[config.mk]
export PLATFORM = sky130hd
export DESIGN_NAME = gha_ctrl
export DESIGN_NICKNAME = d
export VERILOG_FILES = /design/src/rtl/gha_pkg.sv /design/src/rtl/gha_ctrl.sv
export SDC_FILE = /design/constraint.sdc
export NUM_CORES = 1
export LEC_CHECK = 0
export BUFFER_PORTS_ARGS = -buffer_cell sky130_fd_sc_hd__buf_2
export CAP_MARGIN = 15
export CORE_AREA = 2 2 39 41
export DETAILED_ROUTE_END_ITERATION = 10
export DIE_AREA = 0 0 41 43
export GPL_TIMING_DRIVEN = 0
export PLACE_DENSITY_LB_ADDON = 0.15
export RECOVER_POWER = 25
export SLEW_MARGIN = 20
export SYNTH_ARGS = -nofsm -noshare
export SYNTH_HDL_FRONTEND = slang
export SYNTH_SLANG_ARGS = --single-unit
export TNS_END_PERCENT = 30
[constraint.sdc]
create_clock -name i_clk -period 1.7 [get_ports i_clk]
set_input_delay 0 -clock i_clk [delete_from_list [all_inputs] [get_ports i_clk]]
set_output_delay 0 -clock i_clk [all_outputs]
set_load 0.01 [all_outputs]
[src/rtl/gha_pkg.sv]
// Shared types and constants of the generational handle allocator.
// Holds the table sizes, action and status codes, and the controller-to-datapath command struct.
// No dependencies.
`default_nettype none

package gha_pkg;

    localparam int SLOT_COUNT = 1024;
    localparam int IDX_W      = $clog2(SLOT_COUNT);
    localparam int CNT_W      = IDX_W + 1;
    localparam int GEN_W      = 32;

    localparam logic [CNT_W-1:0] SLOTS_CNT = CNT_W'(SLOT_COUNT);
    localparam logic [GEN_W-1:0] GEN_MAX   = {GEN_W{1'b1}};
    localparam logic [GEN_W-1:0] GEN_FIRST = GEN_W'(1);

    typedef enum logic [1:0] {
        ACT_ALLOC = 2'd0,
        ACT_FREE  = 2'd1,
        ACT_CHECK = 2'd2,
        ACT_SPARE = 2'd3
    } t_action;

    typedef enum logic [1:0] {
        ST_OK      = 2'd0,
        ST_FULL    = 2'd1,
        ST_STALE   = 2'd2,
        ST_UNALLOC = 2'd3
    } t_status;

    // Commands from the controller to the datapath.
    typedef struct packed {
        logic take;     // latch the input word, read the top of the free stack
        logic lookup;   // pick the slot, read generation and live bit
        logic commit;   // update state, load the output register
    } t_cmd;

endpackage

`default_nettype wire

[src/rtl/gha_ctrl.sv]
// Controller of the generational handle allocator: sequences take, lookup and commit.
// Owns the input ready and the output valid. Depends on gha_pkg.
`default_nettype none

module gha_ctrl
    import gha_pkg::*;
(
    input  wire  i_clk,
    input  wire  i_rst_n,
    input  wire  i_valid,
    output logic o_ready,
    output logic o_valid,
    input  wire  i_ready,
    output t_cmd o_cmd
);

    typedef enum logic [2:0] {
        S_IDLE   = 3'b001,
        S_LOOKUP = 3'b010,
        S_EXEC   = 3'b100
    } t_state;

    t_state r_state, n_state;
    logic   r_out_valid, n_out_valid;
    logic   out_free;

    assign o_ready  = (r_state == S_IDLE);
    assign o_valid  = r_out_valid;
    assign out_free = !r_out_valid || i_ready;

    always_comb begin
        n_state      = r_state;
        o_cmd.take   = 1'b0;
        o_cmd.lookup = 1'b0;
        o_cmd.commit = 1'b0;
        case (r_state)
            S_IDLE: begin
                if (i_valid) begin
                    o_cmd.take = 1'b1;
                    n_state    = S_LOOKUP;
                end
            end
            S_LOOKUP: begin
                o_cmd.lookup = 1'b1;
                n_state      = S_EXEC;
            end
            S_EXEC: begin
                // hold here until the output register can take the word
                if (out_free) begin
                    o_cmd.commit = 1'b1;
                    n_state      = S_IDLE;
                end
            end
            default: n_state = S_IDLE;
        endcase
    end

    always_comb begin
        n_out_valid = r_out_valid;
        if (o_cmd.commit) begin
            n_out_valid = 1'b1;
        end else if (i_ready) begin
            n_out_valid = 1'b0;
        end
    end

    always_ff @(posedge i_clk) begin
        if (!i_rst_n) begin
            r_state     <= S_IDLE;
            r_out_valid <= 1'b0;
        end else begin
            r_state     <= n_state;
            r_out_valid <= n_out_valid;
        end
    end

    a_take_then_lookup: assert property (@(posedge i_clk) disable iff (!i_rst_n)
        o_cmd.take |=> o_cmd.lookup)
        else $error("lookup did not follow take");

    a_lookup_then_exec: assert property (@(posedge i_clk) disable iff (!i_rst_n)
        o_cmd.lookup |=> (r_state == S_EXEC))
        else $error("lookup not followed by execute");

    a_commit_no_overwrite: assert property (@(posedge i_clk) disable iff (!i_rst_n)
        o_cmd.commit |-> (!r_out_valid || i_ready))
        else $error("commit would overwrite a waiting result");

endmodule

`default_nettype wire

### Word level (Yosys, flattened, before mapping)

Cells that the tools add are included.

* equal/unequal tests: 5
* reductions and logical operators: 4
* mux-type cells: 10

Operator list (number)
* $pmux 3 s3: 1
* $mux 1: 7
* $mux 3: 2
* $ne 2x2->1 const B: 2
* $eq 3x1->1 const B: 1
* $eq 3x2->1 const B: 1
* $eq 3x3->1 const B: 1
* $reduce_and 2->1: 1
* $reduce_bool 2->1: 1
* $logic_not 1->1: 1
* $logic_or 1x1->1: 1

* output and inout port bits: 5
* input bits: 4
* logic and storage cells: 21
* flip-flop bits (word level): 4

### Depth between registers and ports, before layout

* depth after elaboration: 5
* gate-level depth with buffers: 3

### Least setup slack after synthesis

OpenSTA, ideal clock, no wires.

* path type: flip-flop to flip-flop
* from: register r_state[0]
* to: register r_state[0]
* arrival: 0.861 ns
* library setup time: 0.114 ns
* stages on the path, launching flop included: 4
* path slack: 0.725 ns
* cells stage by stage: dfxtp_1 -> nor3b_4 -> and2_4 -> o21ai_2

* longest elaborated chain between the ends: 3
* elaborated cells between the ends (all ways): 7
* classes of those cells: 5 x eq/ne; 1 x mux; 1 x reduce/logical

Ends and longest elaborated chain
* from (decl): line gha_ctrl.sv:23 `t_state r_state, n_state;`
* from (signal assigned): line gha_ctrl.sv:72 `r_state <= n_state;`
* $eq 3x1->1 (*)
* net o_ready: line gha_ctrl.sv:11 `output logic o_ready,`
* $ne 2x2->1 (no source line)
* $reduce_and 2->1 (no source line)

Mark *: on every way through the listed nets, which the timed path passes. The rest lies on a longest branch.
A chain may end at the register's enable or synchronous reset.

==> results.md <==
* Cell with the most instances after synthesis: dfxtp_1
* CTS root buf: clkbuf_4
* Largest area contributor in the synthesized netlist: dfxtp_1
* Vias in the first global route at 161
* Sequential fraction of the synthesis area at 39.51%
* Status: finished, final reports clean
* Fill cells at 155
* DRC at 0
* Asr flop ratio synth at 0%
* Die H at 43 um
* Max Cap Violations at 0
* Post-synthesis cell type count at 13
* CORE AREA at 1384 sq um
* DIE WIDTH at 41 um
* Die area at 1763 sq um
* Dpl hpwl at 310.5 um
* Hold Crit Start: i_valid
* Vias/cell at 3.750
* Final Core Density at 21.25%
* Period utilization at 73.97%
* Iteration-0 DRC Markers at 2
* Wire length of the first global-routing pass at 614 um
* Wire length on met1 at 155 um
* Largest net degree at the start of global routing at 6
* Combinational Power Share at 13.4%
* Slew @ Worst Pin at 0.2261 ns
* Slew headroom at 84.89%
* Row count at 14
* Hold Crit Class: in -> reg
* Post-synth top area share at 39.51%
* Clock latency on the worst-skew pair at 0.23 ns
* Cells after DPL at 44
* Switching pwr at 0.00005292 W
* Layout cell share with drive strength beyond 1 at 46.88%
* Post-route ant nets at 0
* Initial Util at 14.65%
* Met2 Wirelength at 170 um
* Slew Limit Fails at 0
* Main flop type after synthesis: dfxtp_1
* Tmin final at 1.257 ns
* Setup tns final at 0 ns
* Port bufs at 8
* CTS tree: done
* Yosys reg bits at 4
* RD Place Congestion at 0.6336
* Num CTS Buffers at 3
* Synthesis-to-layout area growth at 45.06%
* Reg-to-Reg End: r_state[0]
* Placed Area at 262.8 sq um
* Pre-antenna DRT Iters at 4
* Post-synth top cells: 4 x dfxtp_1, 2 x a21oi_1, 2 x buf_4, 2 x nand2b_1, 2 x nor2b_1
* Setup Skew at 0.0008199 ns
* Clock sinks at 4
* Fin cells at 48
* Dominant cells by area after synthesis: dfxtp_1 40%, nor3b_4 9.3%, buf_4 7.4%, nand2b_1 6.2%, nor2b_1 6.2%
* Number of synthesized flops with an enable pin at 0
* Worst Path Required at 1.70 ns
* RSZ-0062 raised after global routing: no
* Seq pwr share at 41.3%
* Antenna diode count at 0
* Final instance area at 294.0 sq um
* # IOs at 9
* Fmax at 0.7952 GHz
* Met3 wire len at 45 um
* Final worst slack at 0.4425 ns
* Setup Buffers After CTS at 0
* Worst setup SP type: register
* Sw Ratio at 21.19%
* Critical path fanouts, max at 4
* Worst Hold Endpoint: r_state[1]
* Clk pwr share at 45.3%
* Hold Vio Cnt, Final at 0
* Total gr overflow at 0
* Synthesized cell area at 202.7 sq um
* Place WS at 0.6905 ns
* P_leak at 0.1291 nW
* Cell-internal power at 0.0001968 W
* Highest routed layer: met3
* Total global-route track usage at 5.622%
* WL per Instance at 7.729 um
* Data arrival, critical path at 1.26 ns
* Peak VDD IR at 0.5486 mV
* Total wire length at 371 um
* Post-synthesis cell count at 20
* Final nets at 38
* Critical path type: reg -> out
* CTS resizes at 0
* Pwr dens at 849.3 nW/um^2
* Hold Path Stages at 2
* Clk slew on worst S/H paths at 0.04 ns
* H-tree depth at 1
* Reg-to-Reg Start: r_state[0]
* Clock Path Buffers at 2
* Initial antenna violation count at 0
* Mapped Avg Cell Area at 10.13 sq um
* Finish-stage setup viols at 0
* Via count at 180
* Critical Path Sink Type: output port
* Reg2Reg Depth at 3
* Number of synthesis warnings at 0
* R2R setup slack at 0.75 ns
* Synthesized Nets at 24
worst max-delay path: stages (launching register included):
cell and delay, ns:
dfxtp_1 0.40, nor3b_1 0.26, nor2b_1 0.16, buf_4 0.10, buf_2 0.11
sequential cells by signal (all words and copies together), names as in the netlist:
register  count
o_valid       1
r_state       3
how the worst max path moves through the flow:
stage	from	to	slack (ns)	cells after the start
floorplan	r_state[0]	r_state[0]	0.73	3
global placement	r_state[2]	o_cmd[0]	0.66	4
detailed placement	r_state[2]	o_cmd[0]	0.69	4
CTS	r_state[2]	o_cmd[0]	0.44	4
global route	r_state[2]	o_cmd[0]	0.29	4
finish	r_state[2]	o_cmd[0]	0.44	4
layout make-up:
type / instances / area, sq um / share of cell area [%]
Tap cell: 16 / 20.02 / 6.809
Clock buffer: 3 / 22.52 / 7.660
Multi-Input combinational cell: 14 / 107.6 / 36.60
Timing Repair Buffer: 9 / 48.80 / 16.60
Buffer: 2 / 15.01 / 5.106
Sequential cell: 4 / 80.08 / 27.23
metal layers:
layer,up-vias,GRT usage (%)
met3,0,6.283
met4,0,2.000
li1,91,-
met2,9,6.875
met1,80,6.109
met5,-,0
what timing repair did:
action | CTS | global route
hold endpoints to repair | 1 | 0
hold buffers | 1 | 0
setup endpoints to repair | 0 | 0
through the flow:
step                power (W)  hold slack, ns
finish              0.0002497        0.008743
global route        0.0002722       0.0009130
CTS                 0.0002568        0.002614
detailed placement  0.0001366          0.2078
global placement    0.0001372          0.2096
floorplan           0.0001240         0.05918
power by group through the flow:
| stage | combinational [W] | clock, W | sequential, W |
|---|---|---|---|
| after floorplan | 0.0000206 | 0 | 0.000103 |
| after global placement | 0.0000323 | 0 | 0.000105 |
| after detailed placement | 0.0000322 | 0 | 0.000104 |
| after CTS | 0.0000342 | 0.000119 | 0.000103 |
| after global routing | 0.0000366 | 0.000132 | 0.000104 |
| final | 0.0000334 | 0.000113 | 0.000103 |
logic make-up (layout without fill, tap and decap cells):
logic type	count (synthesis)	count (layout)	synth area share (%)
AOI/OAI and AO/OA	4	4	12.97
buffers and inverters	2	14	7.405
DFF	4	4	39.51
and+or+nand+nor	10	10	40.12
placed cells by master, fill, tap and decap left out, drive strengths merged:
cell	count
nor2b	2
dfxtp	4
and3	1
nand4bb	1
buf	9
nor3b	2
dlygate4sd3	1
nor2	1
a21oi	2
o21a	1
nand2b	2
o21ai	1
and2	1
clkbuf	4
Power figures use the tool's default switching activity.
